## config.mk

```make
export PLATFORM = sky130hd
export DESIGN_NAME = time_of_day_hue_interpolator
export DESIGN_NICKNAME = d
export VERILOG_FILES = /design/src/rtl/core/tdhi_pkg.sv /design/src/rtl/core/tdhi_front.sv /design/src/rtl/core/tdhi_queue.sv /design/src/rtl/core/tdhi_back.sv /design/src/rtl/core/time_of_day_hue_interpolator.sv
export SDC_FILE = /design/constraint.sdc
export NUM_CORES = 2
export LEC_CHECK = 0
export ABC_AREA = 1
export ABC_CLOCK_PERIOD_IN_PS = 8900
export BUFFER_PORTS_ARGS = -buffer_cell sky130_fd_sc_hd__buf_2
export CORE_UTILIZATION = 30
export DETAILED_ROUTE_END_ITERATION = 12
export GPL_ROUTABILITY_DRIVEN = 0
export PLACE_DENSITY_LB_ADDON = 0.2
export SLEW_MARGIN = 15
export SYNTH_ARGS = -nofsm -noshare
export SYNTH_HDL_FRONTEND = slang
export SYNTH_SLANG_ARGS = --single-unit
```

## constraint.sdc

```tcl
create_clock -name i_clk -period 8.9 [get_ports i_clk]
set_input_delay 0 -clock i_clk [delete_from_list [all_inputs] [get_ports i_clk]]
set_output_delay 0 -clock i_clk [all_outputs]
set_load 0.05 [all_outputs]
```

## src/rtl/core/tdhi_pkg.sv

```systemverilog
// Package for the time-of-day hue interpolator: widths, breakpoint tables, job types.
package tdhi_pkg;

    localparam int TIME_W         = 21;
    localparam int HUE_W          = 15;
    localparam int TIME_FRAC_BITS = 4;
    localparam int HUE_FRAC_BITS  = 6;

    localparam int SEG_N      = 11;
    localparam int SEG_W      = 4;
    localparam int HUE_DEG_W  = 9;
    localparam int MAG_W      = 7;
    localparam int DT_W       = 18;   // longest segment is three hours
    localparam int PROD_W     = 24;   // mag * dt
    localparam int Q_W        = 13;   // quotient never exceeds mag << HUE_FRAC_BITS
    localparam int DIV_W      = 12;
    localparam int RECIP_W    = 23;
    localparam int PQ_W       = PROD_W + RECIP_W;
    localparam int R_W        = PROD_W + 1;
    localparam int SUM_W      = HUE_W + 1;
    localparam int RECIP_SHIFT = 32;

    localparam int HOUR_TICKS = 3600 << TIME_FRAC_BITS;
    // The input range is under two days, so one subtract reduces it.
    localparam logic [TIME_W-1:0] DAY_TICKS = TIME_W'(24 * HOUR_TICKS);

    // Span of h hours times 2^HUE_FRAC_BITS in the numerator collapses to
    // a divide by h * UNIT_DIV.
    localparam int UNIT_DIV = HOUR_TICKS >> HUE_FRAC_BITS;
    localparam longint RECIP_1 = (longint'(1) << RECIP_SHIFT) / (UNIT_DIV * 1);
    localparam longint RECIP_2 = (longint'(1) << RECIP_SHIFT) / (UNIT_DIV * 2);
    localparam longint RECIP_3 = (longint'(1) << RECIP_SHIFT) / (UNIT_DIV * 3);

    localparam logic [HUE_W-1:0] HUE_FULL = HUE_W'(360 << HUE_FRAC_BITS);

    typedef struct packed {
        logic [SEG_W-1:0] seg;
        logic [DT_W-1:0]  dt;
    } t_job;

    typedef struct packed {
        logic [1:0]           span_hours;
        logic [HUE_DEG_W-1:0] start_hue;
        logic [MAG_W-1:0]     mag;
        logic                 neg;
    } t_seg;

    function automatic logic [4:0] point_hour(input logic [SEG_W-1:0] idx);
        logic [4:0] h;
        case (idx)
            4'd0:    h = 5'd0;
            4'd1:    h = 5'd3;
            4'd2:    h = 5'd5;
            4'd3:    h = 5'd6;
            4'd4:    h = 5'd8;
            4'd5:    h = 5'd10;
            4'd6:    h = 5'd12;
            4'd7:    h = 5'd15;
            4'd8:    h = 5'd17;
            4'd9:    h = 5'd19;
            4'd10:   h = 5'd21;
            4'd11:   h = 5'd24;
            default: h = 5'd0;
        endcase
        return h;
    endfunction

    function automatic logic [HUE_DEG_W-1:0] point_hue(input logic [SEG_W-1:0] idx);
        logic [HUE_DEG_W-1:0] c;
        case (idx)
            4'd0:    c = 9'd250;
            4'd1:    c = 9'd270;
            4'd2:    c = 9'd310;
            4'd3:    c = 9'd340;
            4'd4:    c = 9'd40;
            4'd5:    c = 9'd70;
            4'd6:    c = 9'd120;
            4'd7:    c = 9'd185;
            4'd8:    c = 9'd215;
            4'd9:    c = 9'd245;
            4'd10:   c = 9'd270;
            4'd11:   c = 9'd250;
            default: c = 9'd250;
        endcase
        return c;
    endfunction

    function automatic logic [TIME_W-1:0] point_tick(input logic [SEG_W-1:0] idx);
        return TIME_W'(int'(point_hour(idx)) * HOUR_TICKS);
    endfunction

    // Segment constants; hue step taken the short way round, in [-180, 180].
    function automatic t_seg seg_info(input logic [SEG_W-1:0] idx);
        int   h0;
        int   h1;
        int   c0;
        int   d;
        t_seg s;
        h0 = int'(point_hour(idx));
        h1 = int'(point_hour(idx + SEG_W'(1)));
        c0 = int'(point_hue(idx));
        d  = int'(point_hue(idx + SEG_W'(1))) - c0;
        if (d > 180) begin
            d = d - 360;
        end else if (d < -180) begin
            d = d + 360;
        end
        s.span_hours = 2'(h1 - h0);
        s.start_hue  = HUE_DEG_W'(c0);
        s.neg        = (d < 0);
        s.mag        = MAG_W'((d < 0) ? -d : d);
        return s;
    endfunction

    function automatic logic [DIV_W-1:0] span_div(input logic [1:0] hours);
        logic [DIV_W-1:0] v;
        case (hours)
            2'd1:    v = DIV_W'(UNIT_DIV * 1);
            2'd2:    v = DIV_W'(UNIT_DIV * 2);
            2'd3:    v = DIV_W'(UNIT_DIV * 3);
            default: v = DIV_W'(UNIT_DIV * 1);
        endcase
        return v;
    endfunction

    function automatic logic [RECIP_W-1:0] span_recip(input logic [1:0] hours);
        logic [RECIP_W-1:0] v;
        case (hours)
            2'd1:    v = RECIP_W'(RECIP_1);
            2'd2:    v = RECIP_W'(RECIP_2);
            2'd3:    v = RECIP_W'(RECIP_3);
            default: v = RECIP_W'(RECIP_1);
        endcase
        return v;
    endfunction

endpackage

```

## src/rtl/core/tdhi_front.sv

```systemverilog
// Front end: takes a time item, reduces it to one day and finds its segment.
module tdhi_front import tdhi_pkg::*; (
    input  logic              i_clk,
    input  logic              i_rst_n,
    input  logic              i_valid,
    output logic              o_stall,
    input  logic [TIME_W-1:0] i_time_sixteenths,
    output logic              o_job_valid,
    output t_job              o_job,
    input  logic              i_queue_full
);

    logic              r_valid;
    logic              n_valid;
    t_job              r_job;
    t_job              n_job;
    logic [TIME_W-1:0] t_red;
    logic [TIME_W-1:0] t_off;
    logic              take;
    logic              push;

    assign push    = r_valid && !i_queue_full;
    assign o_stall = r_valid && i_queue_full;
    assign take    = i_valid && !o_stall;

    always_comb begin
        t_red = (i_time_sixteenths >= DAY_TICKS) ? (i_time_sixteenths - DAY_TICKS)
                                                 : i_time_sixteenths;
        // first segment whose end is not below the time (ends inclusive)
        n_job.seg = '0;
        for (int k = SEG_N - 1; k >= 0; k--) begin
            if (t_red <= point_tick(SEG_W'(k + 1))) begin
                n_job.seg = SEG_W'(k);
            end
        end
        t_off    = t_red - point_tick(n_job.seg);
        n_job.dt = t_off[DT_W-1:0];
        n_valid  = take || (r_valid && !push);
    end

    always_ff @(posedge i_clk) begin
        if (!i_rst_n) begin
            r_valid <= 1'b0;
        end else begin
            r_valid <= n_valid;
        end
    end

    always_ff @(posedge i_clk) begin
        if (take) begin
            r_job <= n_job;
        end
    end

    assign o_job_valid = push;
    assign o_job       = r_job;

endmodule

```

## src/rtl/core/tdhi_queue.sv

```systemverilog
// Two-entry job queue between front end and back end.
module tdhi_queue import tdhi_pkg::*; (
    input  logic i_clk,
    input  logic i_rst_n,
    input  logic i_push,
    input  t_job i_job,
    output logic o_full,
    output logic o_job_valid,
    output t_job o_job,
    input  logic i_pop
);

    t_job       r_mem [2];
    logic       r_wr_ptr;
    logic       r_rd_ptr;
    logic [1:0] r_count;
    logic       n_wr_ptr;
    logic       n_rd_ptr;
    logic [1:0] n_count;

    assign o_full      = (r_count == 2'd2);
    assign o_job_valid = (r_count != 2'd0);
    assign o_job       = r_mem[r_rd_ptr];

    always_comb begin
        n_wr_ptr = i_push ? !r_wr_ptr : r_wr_ptr;
        n_rd_ptr = i_pop  ? !r_rd_ptr : r_rd_ptr;
        case ({i_push, i_pop})
            2'b10:   n_count = r_count + 2'd1;
            2'b01:   n_count = r_count - 2'd1;
            default: n_count = r_count;
        endcase
    end

    always_ff @(posedge i_clk) begin
        if (!i_rst_n) begin
            r_wr_ptr <= 1'b0;
            r_rd_ptr <= 1'b0;
            r_count  <= 2'd0;
        end else begin
            r_wr_ptr <= n_wr_ptr;
            r_rd_ptr <= n_rd_ptr;
            r_count  <= n_count;
        end
    end

    always_ff @(posedge i_clk) begin
        if (i_push) begin
            r_mem[r_wr_ptr] <= i_job;
        end
    end

endmodule

```

## src/rtl/core/tdhi_back.sv

```systemverilog
// Back end: four-stage interpolation pipeline with reciprocal divide and hue wrap.
module tdhi_back import tdhi_pkg::*; (
    input  logic             i_clk,
    input  logic             i_rst_n,
    input  logic             i_job_valid,
    input  t_job             i_job,
    output logic             o_pop,
    output logic             o_valid,
    input  logic             i_stall,
    output logic [HUE_W-1:0] o_hue_value
);

    // stage valids
    logic r_v1, r_v2, r_v3, r_v4;
    logic en1, en2, en3, en4;

    logic [SEG_W-1:0]  r_s1_seg, r_s2_seg, r_s3_seg;
    logic [PROD_W-1:0] r_s1_x, r_s2_x;
    logic [PQ_W-1:0]   r_s2_p;
    logic [Q_W-1:0]    r_s3_q;
    logic [HUE_W-1:0]  r_hue;

    logic [PROD_W-1:0] n_s1_x;
    logic [PQ_W-1:0]   n_s2_p;
    logic [Q_W-1:0]    n_s3_q;
    logic [HUE_W-1:0]  n_hue;

    t_seg              seg1, seg2, seg3, seg4;
    logic [Q_W-1:0]    q0;
    logic [R_W-1:0]    rem;
    logic [DIV_W-1:0]  div3;
    logic [HUE_W-1:0]  start_fx;
    logic [SUM_W-1:0]  sum;

    assign en4   = !r_v4 || !i_stall;
    assign en3   = !r_v3 || en4;
    assign en2   = !r_v2 || en3;
    assign en1   = !r_v1 || en2;
    assign o_pop = i_job_valid && en1;

    // stage 1: mag * dt
    always_comb begin
        seg1   = seg_info(i_job.seg);
        n_s1_x = PROD_W'(seg1.mag) * PROD_W'(i_job.dt);
    end

    // stage 2: times reciprocal of the span divisor
    always_comb begin
        seg2   = seg_info(r_s1_seg);
        n_s2_p = PQ_W'(r_s1_x) * PQ_W'(span_recip(seg2.span_hours));
    end

    // stage 3: estimate is exact or one low; fix with one compare
    always_comb begin
        seg3   = seg_info(r_s2_seg);
        div3   = span_div(seg3.span_hours);
        q0     = r_s2_p[RECIP_SHIFT +: Q_W];
        rem    = R_W'(r_s2_x) - (R_W'(q0) * R_W'(div3));
        n_s3_q = (rem >= R_W'(div3)) ? (q0 + Q_W'(1)) : q0;
    end

    // stage 4: offset from start hue, wrap into one turn
    always_comb begin
        seg4     = seg_info(r_s3_seg);
        start_fx = HUE_W'(seg4.start_hue) << HUE_FRAC_BITS;
        sum      = seg4.neg ? (SUM_W'(start_fx) - SUM_W'(r_s3_q))
                            : (SUM_W'(start_fx) + SUM_W'(r_s3_q));
        if (sum[SUM_W-1]) begin
            n_hue = sum[HUE_W-1:0] + HUE_FULL;
        end else if (sum >= SUM_W'(HUE_FULL)) begin
            n_hue = sum[HUE_W-1:0] - HUE_FULL;
        end else begin
            n_hue = sum[HUE_W-1:0];
        end
    end

    always_ff @(posedge i_clk) begin
        if (!i_rst_n) begin
            r_v1 <= 1'b0;
            r_v2 <= 1'b0;
            r_v3 <= 1'b0;
            r_v4 <= 1'b0;
        end else begin
            if (en1) begin
                r_v1 <= i_job_valid;
            end
            if (en2) begin
                r_v2 <= r_v1;
            end
            if (en3) begin
                r_v3 <= r_v2;
            end
            if (en4) begin
                r_v4 <= r_v3;
            end
        end
    end

    always_ff @(posedge i_clk) begin
        if (en1) begin
            r_s1_seg <= i_job.seg;
            r_s1_x   <= n_s1_x;
        end
        if (en2) begin
            r_s2_seg <= r_s1_seg;
            r_s2_x   <= r_s1_x;
            r_s2_p   <= n_s2_p;
        end
        if (en3) begin
            r_s3_seg <= r_s2_seg;
            r_s3_q   <= n_s3_q;
        end
        if (en4) begin
            r_hue <= n_hue;
        end
    end

    assign o_valid     = r_v4;
    assign o_hue_value = r_hue;

endmodule

```

## src/rtl/core/time_of_day_hue_interpolator.sv

```systemverilog
// Top level of the time-of-day hue interpolator.
// Each item carries a time of day in 1/16 s; times of one day or more have
// a day taken off. The time is placed in the first of eleven fixed
// breakpoint segments (0,3,5,6,8,10,12,15,17,19,21,24 h) that holds it,
// a breakpoint itself belonging to the earlier segment, and the hue is
// interpolated from the segment's start hue toward its end hue the short
// way round the circle, truncated, wrapped into [0, 360) degrees, and given
// in 1/64 degree. The block holds no state between items.
// Throughput is one item per clock while nothing stalls. The front end register is
// loaded at the accept edge (day reduction and segment search ahead of it).
// The item then passes through the two-entry job queue. Three back end
// stages follow (multiply, reciprocal multiply, remainder correction), and
// then the output register (add and wrap). With the back end full, the front
// end still takes items under output stall until the job queue is full, and
// only then does o_stall rise. o_stall never depends on i_stall in the same
// cycle, and o_valid is a register output.
module time_of_day_hue_interpolator import tdhi_pkg::*; (
    input  logic              i_clk,
    input  logic              i_rst_n,
    input  logic              i_valid,
    output logic              o_stall,
    input  logic [TIME_W-1:0] i_time_sixteenths,
    output logic              o_valid,
    input  logic              i_stall,
    output logic [HUE_W-1:0]  o_hue_value
);

    // front end -> queue
    logic push;
    t_job front_job;
    logic queue_full;

    // queue -> back end
    logic queue_valid;
    t_job queue_job;
    logic pop;

    tdhi_front u_front (
        .i_clk             (i_clk),
        .i_rst_n           (i_rst_n),
        .i_valid           (i_valid),
        .o_stall           (o_stall),
        .i_time_sixteenths (i_time_sixteenths),
        .o_job_valid       (push),
        .o_job             (front_job),
        .i_queue_full      (queue_full)
    );

    tdhi_queue u_queue (
        .i_clk       (i_clk),
        .i_rst_n     (i_rst_n),
        .i_push      (push),
        .i_job       (front_job),
        .o_full      (queue_full),
        .o_job_valid (queue_valid),
        .o_job       (queue_job),
        .i_pop       (pop)
    );

    tdhi_back u_back (
        .i_clk       (i_clk),
        .i_rst_n     (i_rst_n),
        .i_job_valid (queue_valid),
        .i_job       (queue_job),
        .o_pop       (pop),
        .o_valid     (o_valid),
        .i_stall     (i_stall),
        .o_hue_value (o_hue_value)
    );

endmodule

```

* After elaboration in Yosys (flattened, before gate mapping)
Memory sizes are Yosys's and may differ from the RTL's. A register that Yosys moved wholly into a read port is not among the register bits.
Index checks and enable logic that the tools add are counted.
** Storage, ports and cells
- Register bits after elaboration :: 164
- Memory bits (writable) :: 44
- Bits in read-only memories :: 976
- Input bits :: 25
- Output and inout port bits :: 17
- Word-level logic and storage cells :: 135
- Memories kept :: 10
** Memories
- (no name shown) :: depth 16, width 9, read ports 1, clocked after memory_dff 1, write ports 0, RTL line tdhi_pkg.sv:70 : case (idx)
- (no name shown) :: depth 16, width 9, read ports 1, clocked after memory_dff 0, write ports 0, RTL line tdhi_pkg.sv:70
- (no name shown) :: depth 16, width 9, read ports 1, clocked after memory_dff 0, write ports 0, RTL line tdhi_pkg.sv:70
- (no name shown) :: depth 16, width 9, read ports 1, clocked after memory_dff 0, write ports 0, RTL line tdhi_pkg.sv:70
- (no name shown) :: depth 16, width 5, read ports 1, clocked after memory_dff 1, write ports 0, RTL line tdhi_pkg.sv:50 : case (idx)
- (no name shown) :: depth 16, width 5, read ports 1, clocked after memory_dff 0, write ports 0, RTL line tdhi_pkg.sv:50
- 4 more memories
** Cells by class
- $add $sub $neg :: 23
- Multipliers :: 4
- Order comparisons :: 20
- Eq/ne operators :: 7
- Mux-type cells :: 31
- Reduce and logical (&&, ||, !) cells :: 22
** Operators by type and width (number)
- $mux W32 :: 4
- $le A21 B20 Y1 const B :: 4
- $add A32 B10 Y32 const B :: 2
- $gt A32 B9 Y1 const B :: 2
- $lt A32 B1 Y1 const B :: 2
- $lt A32 B9 Y1 const B :: 2
- $sub A32 B10 Y32 const B :: 2
- $le A21 B19 Y1 const B :: 3
- $le A21 B21 Y1 const B :: 3
- $mux W4 :: 14
- $pmux W23 S2 :: 1
- $mul A24 B23 Y45 :: 1
- $mux W15 :: 2
- $ge A25 B12 Y1 :: 1
- $mul A13 B12 Y25 :: 1
- $sub A24 B25 Y25 :: 1
- $mul A7 B18 Y24 :: 1
- $pmux W12 S2 :: 1
- $ge A21 B21 Y1 const B :: 1
- $le A21 B18 Y1 const B :: 1
- $mux W21 :: 1
- $sub A21 B21 Y21 const B :: 1
- $sub A9 B9 Y10 :: 2
- $sub A18 B18 Y18 :: 1
- other kinds (23) :: 53

* Longest topological paths before layout
An unclocked memory read counts as a cell.
- Depth after elaboration :: 17
- Gate-level depth with buffers :: 61
- Depth with buffers taken out :: 59

* Cells and area by module
From an unflattened synthesis, not the netlist that was laid out.
** Unflattened totals
- Cells, all modules :: 3947
- Area total of the unflattened synthesis :: 34307.9 um2
** Modules (own cells, without submodules)
- tdhi_back :: instances 1, cells each 3408, area each 29550.8 um2, seq. area each 3373.2 um2
- tdhi_front :: instances 1, cells each 436, area each 2939.1 um2, seq. area each 680.7 um2
- tdhi_queue :: instances 1, cells each 103, area each 1818.0 um2, seq. area each 1421.4 um2

* Worst setup path after synthesis
No wires, ideal clock.
- Kind :: register to register
- From :: register with a tool-made name
- To :: register u_back.r_s1_x[22], data pin
- Setup time :: 260 ps
- Data arrival time :: 8822 ps
- Required time :: 8640 ps
- Path slack :: -182 ps
- Stages on the path, launching flop included :: 51
- Buffers on the path :: 4
- Clock period less this slack :: 9082 ps
- Cell sequence :: dfxtp_1 -> clkbuf_1 -> clkbuf_1 -> nand2_1 -> o21ai_1 -> inv_1 -> ha_1 -> inv_1 -> ha_1 -> clkbuf_1 -> nor2_1 -> inv_1 -> nand2_1 -> o22ai_1 -> fa_1 -> nand3b_1 -> nand2_2 -> xor2_4 -> (+15 left out) -> inv_1 -> fa_1 -> inv_1 -> fa_1 -> inv_1 -> ha_1 -> a21oi_1 -> o21ai_0 -> a21oi_1 -> o21ai_0 -> a31oi_1 -> o21bai_1 -> nand3_1 -> nand2_1 -> a21oi_1 -> nor2_1 -> nor2_1 -> xor2_1
** RTL lines
- end signal, assigned :: RTL line tdhi_back.sv:102 : r_s1_x <= n_s1_x;
- end, declared :: RTL line tdhi_back.sv:18 : logic [PROD_W-1:0] r_s1_x, r_s2_x;

* Worst setup path after layout
- From :: register u_back.r_s1_seg[2]
- To :: register u_back.r_s2_p[39], data pin
** On the way
- Longest elaborated chain between the ends :: 6
- Elaborated cells between the ends (all ways) :: 7
- Classes of those cells :: 2 x add/sub; 1 x mul; 2 x eq/ne; 1 x mux; 1 x memory
** RTL lines
- start, declared :: RTL line tdhi_back.sv:17 : logic [SEG_W-1:0] r_s1_seg, r_s2_seg, r_s3_seg;
- start signal, assigned :: RTL line tdhi_back.sv:101 : r_s1_seg <= i_job.seg;
- $add A4 B1 Y4 (*) :: RTL line tdhi_pkg.sv:100 : h1 = int'(point_hour(idx + SEG_W'(1)));
- $mem_v2 Z16 W5 (*)
- $sub A2 B2 Y2 (*) :: RTL line tdhi_pkg.sv:108 : s.span_hours = 2'(h1 - h0);
- $eq A2 B2 Y1 :: RTL line tdhi_pkg.sv:128 : case (hours)
- $pmux W23 S2 (*) :: RTL line tdhi_pkg.sv:128
- $mul A24 B23 Y45 (*) :: RTL line tdhi_back.sv:50 : n_s2_p = PQ_W'(r_s1_x) * PQ_W'(span_recip(seg2.span_hours));
- named net u_back.n_s2_p[39] :: RTL line tdhi_back.sv:24 : logic [PQ_W-1:0] n_s2_p;
- end signal, assigned :: RTL line tdhi_back.sv:107 : r_s2_p <= n_s2_p;
- end, declared :: RTL line tdhi_back.sv:19 : logic [PQ_W-1:0] r_s2_p;
The timed path passes the listed nets; every way through them passes the cells marked *.
A chain may end at the register's enable or synchronous reset.

==> results.md <==
- Status: completed
- Max_slew headroom: 0.211
- Seq cells post-synth: 190
- Mapped Avg Cell Area: 8.71 um2
- DRT Pass-1 Iters: 5
- Port-buffer cells: 41
- Worst setup SP type: flop
- Worst R2R Start: u_back.r_s1_seg[2]$_DFFE_PN_
- Root Buffer: clkbuf_16
- Detailed-route vias per instance: 4.59
- Met2 usage: 0.288
- M3 GR Usage: 0.0176
- GRT Total Usage: 0.170
- Commonest non-fill, non-tap cell in the layout: inv_1
- Nets@finish: 5,031
- M1 GR Usage: 0.227
- Max frequency: 119 MHz
- Final setup fails: 0
- Routed Antenna Nets: 0
- R2r endpoint: u_back.r_s2_p[39]$_DFFE_PP_
- Num CTS Buffers: 17
- Hold WC Path Type: in -> reg
- Syn nets: 4,905
- CTS tree: yes
- First-pass GRT wire length: 151,000 um
- Final period utilization: 0.947
- IO Pins: 42
- Most frequent cells in the layout: inv_1, nand2_1, fa_1, ha_1, nor2_1
- Largest net degree at the start of global routing: 50
- Initial DRC Count: 1,508
- Filler cell count: 11,882
- Final Hold Vio Count: 0
- Final core occ: 0.333
- Post-Syn Area: 34,000 um2
- Worst Skew: 14.6 ps
- Prevailing post-synth register cell: edfxtp_1
- Synth warn: 0
- CP Class: reg -> reg
- Seq/Total Area, Yosys: 0.161
- Congestion Overflow GR: 0
- Die area: 115,000 um2
- Core ar.: 112,000 um2
- CTS max path bufs: 2
- Endpoint class of the critical path: flop
- GRT Max-Usage Layer: met2
- FFs w/ async S/R, synth: 0
- Layout cells sized above 1: 0.0735
- Max cap viols: 0
- Htree depth: 4
- WHS Endpoint: u_front.o_job[8]$_DFFE_PP_
- Dpl hpwl: 83,200 um
- Setup ws final: 474 ps
- RSZ-0062 raised after global routing: yes
- CP dominant cell by count: fa_1
- Final WL: 95,400 um
- Hold Path Stages: 4
- Die W: 339 um
- Clock sink count: 190
- Tightest Pin Transition: 1170 ps
- Post-synth cell types: 64
- Vias in the first global route: 26,624
- Hold path start: i_time_sixteenths[8]
- Slowest stage delay, CP: 560 ps
- WL/cell: 17.2 um
- Worst-path clk slew: 80 ps
- Row cnt: 123
- Crit-path max FO: 24
- Initial core utilization: 0.303
- Chip height: 339 um
- Clk Latency, worst-skew pair: 490 ps
- Synth Instances: 3,903
- Setup TNS: 0 ps
- Via count: 25,462
- R2R setup slack: 470 ps
- EDFF count, synth: 167
- # DRC: 0
- CP required: 9120 ps
- Critical Path Source: u_back.r_s1_seg[2]$_DFFE_PN_
- Antenna violations before repair: 4
- Crit path DAT: 8650 ps
- R2R depth: 32
- Pre-CTS setup slack: 72.6 ps
- Area grow syn2layout: 10.1%
- Slew Limit Fails: 0
- Final Critical Period: 8430 ps
- Slowest stage cell, crit path: fa_1
critical path, delay by kind of cell (launching register included):
family	cells	cell delay (ps)
adders and majority gates	9	4090
AOI/OAI and AO/OA	8	1450
and+or+nand+nor	7	1180
buffers and inverters	6	640
DFF	1	480
xor gates and xnor gates	2	270
worst max path at each step:
| stage | endpoint | slack (ps) | cells after the start |
|---|---|---|---|
| floorplan | u_back.r_s1_x[22]$_DFFE_PN_ | 20 | 50 |
| global route | u_back.r_s1_x[22]$_DFFE_PN_ | -50 | 45 |
| CTS | u_back.r_s1_x[22]$_DFFE_PN_ | 40 | 52 |
| global placement | u_back.r_s1_x[22]$_DFFE_PN_ | 160 | 48 |
| detailed placement | u_back.r_s1_x[22]$_DFFE_PN_ | 70 | 50 |
| finish | u_back.r_s2_p[39]$_DFFE_PP_ | 470 | 32 |
timing repair:
item	in CTS	in global routing
endpoints found under the hold margin	19	0
hold buffers	11	0
setup endpoints to repair	0	12
gates resized for setup	0	40
buffers inserted	0	4
state kept, by name, indices dropped and copies added (netlist names), 9 cells and up, named ones only:
signal	cells
u_front.o_job	22
u_back.o_hue_value	15
u_back.r_s2_x	24
u_back.r_s1_x	24
u_back.r_s2_p	13
u_back.r_s3_q	13
u_back.seg4	9
u_queue.r_mem	44
routing by layer:
metal	routed length [um]	vias up
li1	-	12489
met1	43100	12341
met2	45800	529
met3	3970	103
met4	2570	0
met5	0	-
logic make-up after synthesis:
| kind of cell | after synthesis | share of synthesized area |
|---|---|---|
| simple gates | 1292 | 0.161 |
| mux | 1 | 0.000331 |
| xor+xnor | 131 | 0.0353 |
| fa+ha+maj | 977 | 0.474 |
| flops | 190 | 0.161 |
| buf+inv | 923 | 0.103 |
| compound gates | 389 | 0.0657 |
Yosys cell counts, drive strengths merged (5+ instances only):
master  instances  area share
edfxtp        167        0.15
o21ai         142       0.022
clkinv          6     0.00066
a21o           11      0.0024
nand2         638       0.073
dfxtp          23       0.014
nand3b          9      0.0020
o21bai         15      0.0034
o31ai          10      0.0022
xnor2          32      0.0082
nand3         130       0.020
a21oi         157       0.024
inv           875       0.097
buf            13      0.0028
fa            516        0.30
or2            10      0.0018
xor2           99       0.027
o211ai          9      0.0020
ha            461        0.17
a31oi          15      0.0028
o21a            5      0.0011
nor2          412       0.047
clkbuf         29      0.0032
nand4          39      0.0074
nor3           35      0.0052
nor4           13      0.0024
cell type report:
class                           instances  area [um2]  area share
Clock buffer                           21         462      0.0123
Tap cell                             1500        1880      0.0502
Sequential cell                       190        5480       0.146
Clock inverter                         11        97.6     0.00261
Antenna cell                            1        2.50   0.0000669
Multi-Input combinational cell       2790       25100       0.672
Timing Repair Buffer                  149        1060      0.0283
Inverter                              881        3310      0.0884
per-stage QoR:
step	std cells	instance area, um2	hold slack (ps)
6_report	5543	37400	144
5_1_grt	5542	37400	147
2_1_floorplan	3903	34000	98.9
3_5_place_dp	5495	36600	218
3_3_place_gp	5495	36600	215
4_1_cts	5538	37300	89.8
Power is not shown: default switching activity piles up to over one toggle a cycle in this logic, so the estimate is an artifact.
